[config.mk]
export PLATFORM = sky130hd
export DESIGN_NAME = fir29_sample_framer
export DESIGN_NICKNAME = d
export VERILOG_FILES = /design/src/hw/rtl/fsf_pkg.sv /design/src/hw/rtl/fir29_sample_framer.sv
export VERILOG_INCLUDE_DIRS = /design/src /design/src/hw/rtl
export SDC_FILE = /design/constraint.sdc
export NUM_CORES = 1
export LEC_CHECK = 0
export BUFFER_PORTS_ARGS = -buffer_cell sky130_fd_sc_hd__clkbuf_2
export CORE_MARGIN = 2
export CORE_UTILIZATION = 35
export DETAILED_ROUTE_END_ITERATION = 16
export GPL_ROUTABILITY_DRIVEN = 0
export PLACE_DENSITY = 0.45
export SLEW_MARGIN = 20
export SYNTH_ARGS = -nofsm -noshare
export SYNTH_HDL_FRONTEND = slang
export SYNTH_SLANG_ARGS = --single-unit
[constraint.sdc]
create_clock -name clk -period 8.6 [get_ports clk]
set_input_delay 2.58 -clock clk [delete_from_list [all_inputs] [get_ports clk]]
set_output_delay 2.58 -clock clk [all_outputs]
set_load 0.005 [all_outputs]
[src/hw/rtl/fir29_sample_framer_defines.svh]
// Assertion helpers used by fir29_sample_framer.sv.
`ifndef FIR29_SAMPLE_FRAMER_DEFINES_SVH
`define FIR29_SAMPLE_FRAMER_DEFINES_SVH

// Checked on every rising edge, quiet while reset is asserted.
`define FSF_ASSERT(label, prop, msg) \
	label: assert property (@(posedge clk) disable iff (!arst_n) prop) else $error(msg);

// Checked on every rising edge, reset included.
`define FSF_ASSERT_ALWAYS(label, prop, msg) \
	label: assert property (@(posedge clk) prop) else $error(msg);

`endif

[src/hw/rtl/fsf_pkg.sv]
`timescale 1ns / 1ps

package fsf_pkg;

	localparam int ORDER = 28;
	localparam int DEPTH = ORDER + 1;
	localparam int PTR_W = $clog2(DEPTH + 1);
	localparam int ADDR_W = $clog2(DEPTH);
	localparam int SUM_W = 16;

	localparam logic [7:0] FLAG_BIT    = 8'h40;
	localparam logic [7:0] MID_TAG     = 8'h80;
	localparam logic [7:0] LAST_TAG    = 8'hC0;
	localparam logic [7:0] BYPASS_LAST = 8'h80;

	typedef enum logic [1:0] {
		ST_IDLE,
		ST_MAC,
		ST_LAST,
		ST_DONE
	} state_t;

	// symmetric low-pass taps; taps past the table are zero
	function automatic logic signed [7:0] coef(input logic [ADDR_W-1:0] tap);
		logic signed [7:0] c;
		c = 8'sd0;
		case (tap)
			5'd1, 5'd27:  c = 8'sd1;
			5'd3, 5'd25:  c = -8'sd1;
			5'd5, 5'd23:  c = 8'sd3;
			5'd7, 5'd21:  c = -8'sd6;
			5'd9, 5'd19:  c = 8'sd12;
			5'd11, 5'd17: c = -8'sd24;
			5'd13, 5'd15: c = 8'sd80;
			5'd14:        c = 8'sd127;
			default:      c = 8'sd0;
		endcase
		return c;
	endfunction

endpackage

[src/hw/rtl/fir29_sample_framer.sv]
`timescale 1ns / 1ps
// fir29_sample_framer: 29-tap FIR on 8-bit converter samples, framed as three bytes.
// Input channel: in_valid / in_stall carry sample, flag_one and flag_two; one beat
// per sample. Output channel: out_valid / out_stall carry frame_byte and last_byte;
// three beats per sample, last_byte set on the third.
// Configuration: cfg_we writes cfg_wdata into filter_enable (reset 1); write only
// while the block is idle.
// Filter mode: the sample is written into a 29-entry delay line memory, then one
// shared multiply-accumulate walks the taps, one memory read per cycle. The frame
// is loaded once the 29 tap reads, the registered read of the last tap and the
// frame hand-off are through; only then is a new sample taken.
// Bypass mode: the raw sample is framed; with an open receiver the next sample is
// held back only by the three output beats and the frame load.
// The frame sits in an output register, so the next sample is taken and filtered
// while the previous frame drains; a stalled receiver holds the current byte, and
// a finished sum waits until the output register is free.
// Reset: the delay line reads as zero (per-entry valid bits cleared), the write
// pointer restarts so the first sample lands in the last entry, filter mode on.
`include "fir29_sample_framer_defines.svh"

module fir29_sample_framer (
	input  logic       clk,
	input  logic       arst_n,
	input  logic       in_valid,
	output logic       in_stall,
	input  logic [7:0] sample,
	input  logic       flag_one,
	input  logic       flag_two,
	output logic       out_valid,
	input  logic       out_stall,
	output logic [7:0] frame_byte,
	output logic       last_byte,
	input  logic       cfg_we,
	input  logic       cfg_wdata
);

	localparam int AW = fsf_pkg::ADDR_W;
	localparam int PW = fsf_pkg::PTR_W;
	localparam int SW = fsf_pkg::SUM_W;

	fsf_pkg::state_t state_q, state_nxt;

	logic          filter_en_q;
	logic          mode_q;
	logic [7:0]    smp_q;
	logic          f1_q, f2_q;
	logic [PW-1:0] ptr_q, ptr_nxt;
	logic [AW-1:0] tap_q;
	logic [SW-1:0] acc_q;

	logic [7:0]              line_mem_q [fsf_pkg::DEPTH];
	logic [fsf_pkg::DEPTH-1:0] vld_q;
	logic [7:0]    rd_data_s1;
	logic          rd_vld_s1;
	logic          rd_go_s1;
	logic [AW-1:0] tap_s1;

	logic [7:0] fb0_q, fb1_q, fb2_q;
	logic       busy_q;
	logic [1:0] sel_q;

	logic          in_acc, out_acc;
	logic          mem_we, rd_go, load_frame;
	logic [AW:0]   addr_sum;
	logic [AW-1:0] rd_addr, wr_addr;
	logic [7:0]    mac_data;
	logic signed [16:0] prod;
	logic [7:0] b0, b1, b2;

	assign in_acc  = in_valid && !in_stall;
	assign out_acc = out_valid && !out_stall;

	always_ff @(posedge clk or negedge arst_n) begin
		if (!arst_n) begin
			filter_en_q <= 1'b1;
		end else if (cfg_we) begin
			filter_en_q <= cfg_wdata;
		end
	end

	// pointer counts down, wrapping (or recovering from the reset value) to ORDER
	always_comb begin
		if (ptr_q == '0 || ptr_q > PW'(fsf_pkg::ORDER)) begin
			ptr_nxt = PW'(fsf_pkg::ORDER);
		end else begin
			ptr_nxt = ptr_q - 1'b1;
		end
	end
	assign wr_addr = ptr_nxt[AW-1:0];

	always_comb begin
		addr_sum = {1'b0, ptr_q[AW-1:0]} + {1'b0, tap_q};
		if (addr_sum > (AW+1)'(fsf_pkg::ORDER)) begin
			rd_addr = AW'(addr_sum - (AW+1)'(fsf_pkg::DEPTH));
		end else begin
			rd_addr = addr_sum[AW-1:0];
		end
	end

	always_comb begin
		state_nxt = state_q;
		unique case (state_q)
			fsf_pkg::ST_IDLE: begin
				if (in_valid) begin
					state_nxt = filter_en_q ? fsf_pkg::ST_MAC : fsf_pkg::ST_DONE;
				end
			end
			fsf_pkg::ST_MAC: begin
				if (tap_q == AW'(fsf_pkg::ORDER)) begin
					state_nxt = fsf_pkg::ST_LAST;
				end
			end
			fsf_pkg::ST_LAST: state_nxt = fsf_pkg::ST_DONE;
			fsf_pkg::ST_DONE: begin
				if (!busy_q) begin
					state_nxt = fsf_pkg::ST_IDLE;
				end
			end
			default: state_nxt = fsf_pkg::ST_IDLE;
		endcase
	end

	always_comb begin
		in_stall   = 1'b1;
		mem_we     = 1'b0;
		rd_go      = 1'b0;
		load_frame = 1'b0;
		unique case (state_q)
			fsf_pkg::ST_IDLE: begin
				in_stall = 1'b0;
				mem_we   = in_valid && filter_en_q;
			end
			fsf_pkg::ST_MAC:  rd_go = 1'b1;
			fsf_pkg::ST_LAST: ;
			fsf_pkg::ST_DONE: load_frame = !busy_q;
			default: ;
		endcase
	end

	always_ff @(posedge clk or negedge arst_n) begin
		if (!arst_n) begin
			state_q  <= fsf_pkg::ST_IDLE;
			ptr_q    <= PW'(fsf_pkg::DEPTH);
			vld_q    <= '0;
			rd_go_s1 <= 1'b0;
		end else begin
			state_q  <= state_nxt;
			rd_go_s1 <= rd_go;
			if (mem_we) begin
				ptr_q            <= ptr_nxt;
				vld_q[wr_addr]   <= 1'b1;
			end
		end
	end

	// delay line memory: one write at a filter-mode accept, one registered read per tap
	always_ff @(posedge clk) begin
		if (mem_we) begin
			line_mem_q[wr_addr] <= sample;
		end
		rd_data_s1 <= line_mem_q[rd_addr];
		rd_vld_s1  <= vld_q[rd_addr];
		tap_s1     <= tap_q;
	end

	assign mac_data = rd_vld_s1 ? rd_data_s1 : 8'h00;
	assign prod = $signed({1'b0, mac_data}) * fsf_pkg::coef(tap_s1);

	always_ff @(posedge clk) begin
		if (in_acc) begin
			smp_q  <= sample;
			f1_q   <= flag_one;
			f2_q   <= flag_two;
			mode_q <= filter_en_q;
			acc_q  <= '0;
			tap_q  <= '0;
		end else begin
			if (rd_go) begin
				tap_q <= tap_q + 1'b1;
			end
			if (rd_go_s1) begin
				acc_q <= acc_q + prod[SW-1:0];
			end
		end
	end

	always_comb begin
		if (mode_q) begin
			b0 = (f1_q ? fsf_pkg::FLAG_BIT : 8'h00) | {2'b00, acc_q[15:10]};
			b1 = fsf_pkg::MID_TAG | (f2_q ? fsf_pkg::FLAG_BIT : 8'h00)
				| {2'b00, acc_q[9:4]};
			b2 = fsf_pkg::LAST_TAG | {4'h0, acc_q[3:0]};
		end else begin
			b0 = (f1_q ? fsf_pkg::FLAG_BIT : 8'h00) | {2'b00, smp_q[7:2]};
			b1 = fsf_pkg::MID_TAG | (f2_q ? fsf_pkg::FLAG_BIT : 8'h00)
				| {6'b000000, smp_q[1:0]};
			b2 = fsf_pkg::BYPASS_LAST;
		end
	end

	always_ff @(posedge clk) begin
		if (load_frame) begin
			fb0_q <= b0;
			fb1_q <= b1;
			fb2_q <= b2;
		end
	end

	// advance one byte per output beat, drop the frame after the third
	always_ff @(posedge clk or negedge arst_n) begin
		if (!arst_n) begin
			busy_q <= 1'b0;
			sel_q  <= '0;
		end else if (load_frame) begin
			busy_q <= 1'b1;
			sel_q  <= '0;
		end else if (out_acc) begin
			if (sel_q == 2'd2) begin
				busy_q <= 1'b0;
				sel_q  <= '0;
			end else begin
				sel_q <= sel_q + 1'b1;
			end
		end
	end

	assign out_valid = busy_q;
	assign last_byte = (sel_q == 2'd2);

	always_comb begin
		case (sel_q)
			2'd0:    frame_byte = fb0_q;
			2'd1:    frame_byte = fb1_q;
			default: frame_byte = fb2_q;
		endcase
	end

	`FSF_ASSERT(a_busy_after_accept, in_acc |=> in_stall, "input accepted while busy")
	`FSF_ASSERT(a_frame_ends, (out_acc && last_byte) |=> !out_valid, "frame ran past three beats")
	`FSF_ASSERT(a_sel_range, busy_q |-> (sel_q != 2'd3), "byte select out of range")
	`FSF_ASSERT(a_read_in_line, rd_go |-> (rd_addr <= AW'(fsf_pkg::ORDER)), "tap read outside delay line")
	`FSF_ASSERT_ALWAYS(a_mac_window, rd_go_s1 |-> (state_q == fsf_pkg::ST_MAC || state_q == fsf_pkg::ST_LAST), "accumulate outside tap walk")

endmodule
==> results of run 1 <==
-- worst max-delay path: stages (launching register included) --
cell and delay [ps]:
dfxtp_1 300, buf_4 360, and2_0 370, nand2_1 110, fa_1 490, inv_1 50
fa_1 490, inv_1 50, fa_1 470, inv_1 50, fa_1 470, ha_1 310
ha_1 340, a21o_1 200, a2111oi_0 650, o31ai_1 220, o41ai_1 350, xnor2_1 160
nand2_1 80, xor2_1 170, nor2_1 50
-- cells in the mapped netlist (13+ instances only) --
cell	instances	area share (%)
clkbuf_1	42	0.91
mux2_2	29	1.9
nor2b_1	16	0.58
a22oi_1	13	0.56
ha_1	64	4.6
fa_1	52	6.0
mux4_2	16	2.1
or2_2	33	1.2
inv_1	91	2.0
mux2i_1	51	3.0
o21ai_0	30	0.87
dfxtp_1	38	4.4
nor3_1	26	0.75
nor2_1	110	2.4
xnor2_1	17	0.86
edfxtp_1	262	46
a31oi_1	14	0.51
dfrtp_1	36	5.2
a21oi_1	29	0.84
nand2_1	148	3.2
nand3_1	35	1.0
and3_1	37	1.3
-- through the flow --
| step | cells | util, % |
|---|---|---|
| after floorplan | 1385 | - |
| after global placement | 2031 | 37.0 |
| after detailed placement | 2031 | 37.0 |
| after CTS | 2104 | 39.7 |
| after global routing | 2104 | 39.7 |
| final | 2104 | 39.7 |
-- sequential cells by signal, summed over array words and instances (netlist names), 2 cells and up, named ones only --
signal      cells
state_q         2
rd_data_s1      8
fb1_q           7
fb2_q           5
ptr_q           5
acc_q          16
tap_q           5
smp_q           8
line_mem_q    232
sel_q           2
fb0_q           7
vld_q          29
-- placed cells by master (no fill, tap or decap), types with 6 or more instances in the layout --
master / instances
a2111oi_0: 11
a21o_1: 10
a21oi_1: 29
a22oi_1: 13
a31oi_1: 14
and2_1: 12
and3_1: 37
buf_4: 22
clkbuf_1: 9
clkbuf_16: 40
clkbuf_2: 26
clkinv_2: 6
dfrtp_1: 36
dfxtp_1: 38
edfxtp_1: 262
fa_1: 52
ha_1: 64
inv_1: 91
mux2_2: 29
mux2i_1: 50
mux4_2: 16
nand2_1: 148
nand2b_1: 6
nand3_1: 35
nand4_1: 12
nor2_1: 106
nor2b_1: 15
nor3_1: 26
nor4_1: 8
o21ai_0: 29
o22ai_1: 9
or2_2: 33
xnor2_1: 17
xor2_1: 6
-- metal layers --
metal  track usage (%)  up-vias  share of wire [%]
li1                  -     5069                  -
met1              24.2     5587                 45
met2              32.6      175                 50
met3              2.39       60                3.5
met4              5.22        0                2.0
met5                 0        -                  0
-- kinds of logic after synthesis --
logic type / Yosys count / synth area share (%)
AO/OA/AOI/OAI: 194 / 8.14
XOR/XNOR: 24 / 1.32
adder cells (fa/ha/maj): 116 / 10.7
buffers and inverters: 157 / 4.15
flip-flops: 341 / 55.9
multiplexers: 100 / 7.54
AND/OR/NAND/NOR: 453 / 12.3
-- final cells by class --
type	instances	area, um^2
Fill cell	4693	29500
Sequential cell	341	9660
Multi-Input combinational cell	887	6940
Clock buffer	53	1090
Tap cell	664	831
Inverter	91	342
Timing Repair Buffer	48	295
Clock inverter	20	244
-- how the worst max path moves through the flow --
stage                     slack [ps]   endpoint       from  cells after the start
after floorplan                 3320  acc_q[14]  rd_vld_s1                     22
after CTS                       2660  acc_q[15]  rd_vld_s1                     20
final                           2750  acc_q[15]  rd_vld_s1                     20
after detailed placement        2670  acc_q[15]  rd_vld_s1                     20
after global placement          2740  acc_q[15]  rd_vld_s1                     20
after global routing            2290  acc_q[15]  rd_vld_s1                     20
==> impl_metrics.yaml, run 1 <==
status:
  outcome: "finished, final reports clean"
sta:
  fin_tns_setup_ps: 0
  slew_headroom_pct: 23.0
  report.final.slew_viol_count: 0
  whs_ps: 420
  timing.final.crit_period_ps: 5850
  hold_violations: 0
  fin_crit_sh_pct: 68.0
  max_freq_mhz: 171
  fin_ws_ps: 2750
  worst_pin_slew_ps: 1150
  rsz0062_at_grt: "no"
  setup_violations: 0
  fin_skew_ps: 31.1
critical_path:
  path_max_fanout: 53
  critPathRequiredTime_ps: 9030
  reg2reg_setup_slack_ps: 2750
  endpoint_kind: "flip-flop"
  crit_arrival_ps: 6280
  startpoint_type: "flip-flop"
  r2r-start: "rd_vld_s1"
  rr_endpoint: "acc_q[15]"
  rr_worst_depth: 20
  worstSetupPathType: "reg -> reg"
route:
  ant_nets: 0
  wl_per_cell_um: 22.2
  drc: 0
  dr.pass1.iters: 5
  drtIter0Drc: 748
  viasPerCell: 5.18
  finalWirelength_mm: 46.7
  vias: 10891
min_path:
  min_to: "fb1_q[6]"
  holdPathStages: 0
  holdCritPathClass: "reg -> reg"
  hp-start: "f2_q"
synthesis:
  netlist_area_um2: 17300
  synth_cells: 1385
  synth-seq-area-share_pct: 55.9
  yosys_warnings: 0
  synthFlopType: "edfxtp_1"
  ys_types: 80
  synth_enable_flop_cells: 262
  syn_avg_cell_area_um2: 12.5
  ys_ff_latch: 341
  synth_fp_nets: 1517
  async_flop_share_pct: 12.0
cts:
  cts.reportedPaths.clkPinSlew_ps: 60
  cts-resized-gates: 0
  worstSkewPairLatency_ps: 570
  cts_sinks: 341
  clockRootBuffer: "clkbuf_16"
  clock_path_buffers: 3
  cts_buffers: 40
  cts_hold_buffers: 0
  cts_tree: "yes"
  cts_setup_buffers: 0
  ctsHtreeMaxLevel: 2
place:
  post-place-ws_ps: 2670
  place.detailed.hpwl_mm: 31.5
  io_buffers: 26
  placed_area_um2: 18100
floorplan:
  die_area_um2: 51200
  start_util_pct: 35.4
  num_rows: 81
  die_h_um: 226
  coreArea_um2: 48800
  top_level_ports: 27
  die_w_um: 226
global_routing:
  grt_max_degree: 54
  grt_overflow_total: 0
  grt_pass1_vias: 11094
  grt.total_usage_pct: 18.7
  grt_antenna_before_repair: 0
  grt_pass1_wl_mm: 70.5
cells_and_area:
  drive_gt1_share_pct: 14.4
  syn2layout_area_growth_pct: 12.3
  final_area_um2: 19400
  fin_nets: 1541
  n_antenna_cell: 0
run:
  cap_violations: 0
Power of run 1 is left out: the tool's default activity adds up to more than one toggle a clock period on the data nets, which glitch-free logic cannot reach.
==> run 2: changes to the inputs <==
- PLACE_DENSITY: 0.45 -> 0.47
- clock period: 8.6 -> 4.79 ns (I/O delays scaled with it)
==> run 2 against run 1 <==
Against the previous run: the run now ends with setup timing left; global-route usage fell by 0.16 points; routed wire length down 1.6%; core utilization grew 2.0 points; sequential share of layout area down 2.4 points; maximum frequency increased by 20%; sequential cell count unchanged; register-to-register slack worse by 2800 ps; non-clock buffer count rose by 90.
==> impl_metrics.yaml, run 2 (synthesized netlist as in run 1, its figures left out) <==
cells_and_area:
  largest_reg_flops: 232
  fin_nets: 1629
  max_flop_register: "line_mem_q"
  seq_area_um2: 9670
  finalNonFillerCells: 2190
  layout_commonest_cell: "edfxtp_1"
  multi_input_area_um2: 7230
  reg_top3: "line_mem_q: 232 flops, vld_q: 29 flops, acc_q: 16 flops"
  final_cell_mix: "edfxtp_1, nand2_1, nor2_1"
  n_antenna_cell: 0
  final_area_um2: 20400
  fill_cells: 4614
  syn2layout_area_growth_pct: 18.0
  drive_gt1_share_pct: 22.3
route:
  finalWirelength_mm: 45.9
  drtIter0Drc: 735
  vias: 11069
  ant_nets: 0
  dr.pass1.iters: 5
  viasPerCell: 5.05
  wl_per_cell_um: 21.0
  drc: 0
critical_path:
  cp_common_cell: "fa_1"
  crit_path_top_delay_cell: "fa_1"
  startpoint_type: "flip-flop"
  critPathRequiredTime_ps: 5290
  worstSetupPathType: "reg -> reg"
  path_max_fanout: 4
  crit_arrival_ps: 5380
  critPathTopFamily: "adder cells"
  cpPeakStageDelay_ps: 570
  cp_num_buf_inv: 2
  endpoint_kind: "flip-flop"
  path_cells: "and2_4 -> nand2_2 -> fa_1 -> inv_1 -> fa_1 -> fa_1 -> fa_1 -> fa_1 -> ha_4 -> buf_6 -> a21oi_2 -> o21bai_1 -> a21oi_2 -> o21bai_1 -> a211oi_2 -> nor2_1 -> or4_1 -> nand3_1"
sta:
  whs_ps: 421
  setup_violations: 2
  fin_crit_sh_pct: 102
  worst_pin_slew_ps: 927
  report.final.slew_viol_count: 0
  timing.final.crit_period_ps: 4880
  hold_violations: 0
  slew_headroom_pct: 37.9
  max_freq_mhz: 205
  rsz0062_at_grt: "yes"
  fin_ws_ps: -90.2
  fin_skew_ps: 23.6
floorplan:
  die_area_um2: 51200
  die_w_um: 226
  coreArea_um2: 48800
  top_level_ports: 27
  die_h_um: 226
  num_rows: 81
  start_util_pct: 35.4
place:
  placed_area_um2: 18900
  io_buffers: 26
  place.detailed.hpwl_mm: 32.2
  post-place-ws_ps: -232
  placed_cells: 2112
cts:
  cts.reportedPaths.clkPinSlew_ps: 60
  cts_sinks: 341
  worstSkewPairLatency_ps: 570
  ctsHtreeMaxLevel: 2
  clock_path_buffers: 3
  cts_hold_buffers: 0
  clockRootBuffer: "clkbuf_16"
  cts_tree: "yes"
  cts_buffers: 38
global_routing:
  grt.total_usage_pct: 18.5
  grt_antenna_before_repair: 1
  grt_pass1_wl_mm: 69.9
  grt_overflow_total: 0
  grt_max_degree: 49
  grt_pass1_vias: 11162
min_path:
  holdCritPathClass: "reg -> reg"
run:
  cap_violations: 0
status:
  outcome: "complete, but fails checks"
  violations: "setup timing"
run 2: changes by cell type in the layout (fill, tap and decap cells not counted), sizes merged:
cell / previous run / this run
clkbuf: 79 / 73
buf: 22 / 112
clkinv: 14 / 15
bufinv: 4 / 2
inv: 91 / 94
run 2: layout make-up:
cell class	count	area share [%]
clock inverters	22	1.02
inverters	91	1.68
well taps	664	4.07
flip-flops and latches	341	47.4
multi-input cells	887	35.5
clock buffers	47	4.98
repair buffers	138	5.33
run 2: final timing paths:
path,start,to,slack (ps),cells past startpoint
worst max-delay path,rd_vld_s1,acc_q[14],-90,18
worst min-delay path,f1_q,fb0_q[6],420,0
worst max register to register,rd_vld_s1,acc_q[14],-90,18
worst min register to register,f1_q,fb0_q[6],420,0
max in group asynchronous,arst_n,vld_q[27],3400,2
min in group asynchronous,arst_n,sel_q[0],970,2
run 2: through the flow:
stage | util (%) | TNS (ps)
finish | 41.7 | -117
global route | 41.7 | -843
CTS | 41.4 | -273
detailed placement | 38.7 | -460
global placement | 38.7 | -386
floorplan | - | 0
run 2: metal layers:
metal	share of wire, %	wire [um]	global-route usage (%)	up-vias
met5	0	0	0	-
met4	2.5	1140	5.77	0
met3	3.6	1670	2.56	63
met2	49	22500	31.5	217
met1	45	20600	24.4	5531
li1	-	-	-	5258
run 2: what timing repair did:
item,in CTS,in global routing
setup buffers,1,7
pin swaps,9,11
endpoints found under the setup margin,3,7
resized for setup,13,30
cloned,1,0
Power of run 2 is left out for the same reason.
==> run 3: changes to the inputs <==
- PLACE_DENSITY: 0.47 -> 0.45
- clock period: 4.79 -> 5 ns (I/O delays scaled with it)
==> run 3 against run 2 <==
Against the previous run: the run now ends clean; sequential share of layout area grew 0.14 points; register-to-register slack gained 160 ps; first-iteration DRC count shrank 1.6%; routed wire length grew 3.5%; final cell count shrank 0.46%; sequential cell count is the same; global-route usage grew 0.49 points; die area is the same; critical endpoint is now acc_q[15]; largest cell class unchanged; highest routed layer unchanged.
==> impl_metrics.yaml, run 3 (synthesized netlist as in run 1, its figures left out) <==
global_routing:
  grt.total_usage_pct: 19.0
  grt_overflow_total: 0
  grt_pass1_vias: 11076
  grt_pass1_wl_mm: 71.7
  grt_antenna_before_repair: 0
  grt_max_degree: 49
cells_and_area:
  max_flop_register: "line_mem_q"
  final_cell_mix: "edfxtp_1, nand2_1, nor2_1"
  reg_top3: "line_mem_q: 232 flops, vld_q: 29 flops, acc_q: 16 flops"
  drive_gt1_share_pct: 20.1
  layout_commonest_cell: "edfxtp_1"
  largest_reg_flops: 232
  syn2layout_area_growth_pct: 17.6
  fin_nets: 1616
  fill_cells: 4649
sta:
  hold_violations: 0
  fin_crit_sh_pct: 98.6
  worst_pin_slew_ps: 1080
  report.final.slew_viol_count: 0
  slew_headroom_pct: 27.5
  whs_ps: 433
  max_freq_mhz: 203
  fin_tns_setup_ps: 0
  setup_violations: 0
  timing.final.crit_period_ps: 4930
  rsz0062_at_grt: "yes"
  fin_skew_ps: 31.4
route:
  drtIter0Drc: 723
  dr.pass1.iters: 7
  drc: 0
  ant_nets: 0
  finalWirelength_mm: 47.5
  viasPerCell: 5.08
  vias: 11071
  wl_per_cell_um: 21.8
floorplan:
  die_h_um: 226
  coreArea_um2: 48800
  top_level_ports: 27
  die_area_um2: 51200
  die_w_um: 226
  start_util_pct: 35.4
  num_rows: 81
critical_path:
  reg2reg_setup_slack_ps: 70
  r2r-start: "rd_vld_s1"
  critPathTopFamily: "adder cells"
  worstSetupPathType: "reg -> reg"
  cpPeakStageDelay_ps: 510
  startpoint_type: "flip-flop"
  cp_num_buf_inv: 3
  path_max_fanout: 8
  endpoint_kind: "flip-flop"
  path_cells: "buf_6 -> clkbuf_16 -> nand3_1 -> fa_1 -> inv_1 -> fa_1 -> ha_1 -> fa_1 -> ha_1 -> ha_1 -> a21o_1 -> a21o_1 -> a2111oi_4 -> o31ai_4 -> o41ai_2 -> xnor2_1 -> nand2_1 -> xor2_1 -> nor2_1"
  crit_arrival_ps: 5370
  critPathRequiredTime_ps: 5440
  rr_worst_depth: 19
  rr_endpoint: "acc_q[15]"
  crit_path_top_delay_cell: "fa_1"
cts:
  worstSkewPairLatency_ps: 580
  cts_sinks: 341
  cts_tree: "yes"
  cts.reportedPaths.clkPinSlew_ps: 60
  cts_buffers: 40
  cts_hold_buffers: 0
  ctsHtreeMaxLevel: 2
  clock_path_buffers: 3
  clockRootBuffer: "clkbuf_16"
run:
  cap_violations: 0
place:
  place.detailed.hpwl_mm: 32.7
  io_buffers: 26
min_path:
  min_to: "fb0_q[6]"
  hp-start: "f1_q"
  holdPathStages: 0
  holdCritPathClass: "reg -> reg"
status:
  outcome: "finished, final reports clean"
run 3: cell types whose count changed in the layout (fill, tap and decap cells not counted), sizes merged, moves of 2 or more:
cell and delta:
clkinv -2, buf -17, inv -3, bufinv +5, clkbuf +6
run 3: metal layers:
| layer | global-route usage [%] | up-vias | wire length [um] |
|---|---|---|---|
| met5 | 0 | - | 0 |
| met4 | 6.41 | 0 | 1330 |
| met3 | 2.42 | 70 | 1280 |
| met2 | 31.9 | 179 | 23100 |
| met1 | 25.3 | 5582 | 21800 |
| li1 | - | 5240 | - |
run 3: layout make-up:
| type | instances | area, um^2 | area share (%) |
|---|---|---|---|
| Antenna cell | 1 | 2.50 | 0.0123 |
| Clock buffer | 52 | 1090 | 5.36 |
| Clock inverter | 21 | 317 | 1.56 |
| Inverter | 91 | 342 | 1.68 |
| Multi-Input combinational cell | 887 | 7090 | 34.9 |
| Sequential cell | 341 | 9670 | 47.6 |
| Tap cell | 664 | 831 | 4.09 |
| Timing Repair Buffer | 123 | 978 | 4.82 |
run 3: worst register-to-register path: cells and delay by family, from the launching register on:
| family | cells | cell delay, ps |
|---|---|---|
| adder cells (fa/ha/maj) | 6 | 2420 |
| AO/OA/AOI/OAI | 5 | 1120 |
| flip-flops | 1 | 410 |
| XOR/XNOR | 2 | 330 |
| buffers and inverters | 3 | 300 |
| AND/OR/NAND/NOR | 3 | 220 |
run 3: how the worst max path moves through the flow:
stage / startpoint / end / slack [ps] / cells after the start
final: rd_vld_s1 / acc_q[15] / 70 / 19
after global routing: rd_vld_s1 / acc_q[14] / -140 / 19
after CTS: rd_vld_s1 / acc_q[14] / -30 / 21
after detailed placement: rd_vld_s1 / acc_q[14] / -230 / 21
after global placement: rd_vld_s1 / acc_q[15] / -190 / 19
after floorplan: rd_vld_s1 / acc_q[14] / -9 / 22
run 3: stage by stage:
stage | cells | util [%] | worst slack (ps) | instance area, um^2
4_1_cts | 2171 | 41.2 | -29.0 | 20100
3_5_place_dp | 2095 | 38.1 | -230 | 18600
2_1_floorplan | 1385 | - | -9.03 | 17300
6_report | 2180 | 41.6 | 72.1 | 20300
3_3_place_gp | 2095 | 38.1 | -191 | 18600
5_1_grt | 2179 | 41.6 | -136 | 20300
run 3: repair_timing:
action	in CTS	in global routing
resized for setup	6	29
pin swaps	3	23
endpoints found under the setup margin	2	4
hold endpoints to repair	0	0
setup buffers	1	7
cloned	2	1
Power of run 3 is left out for the same reason.
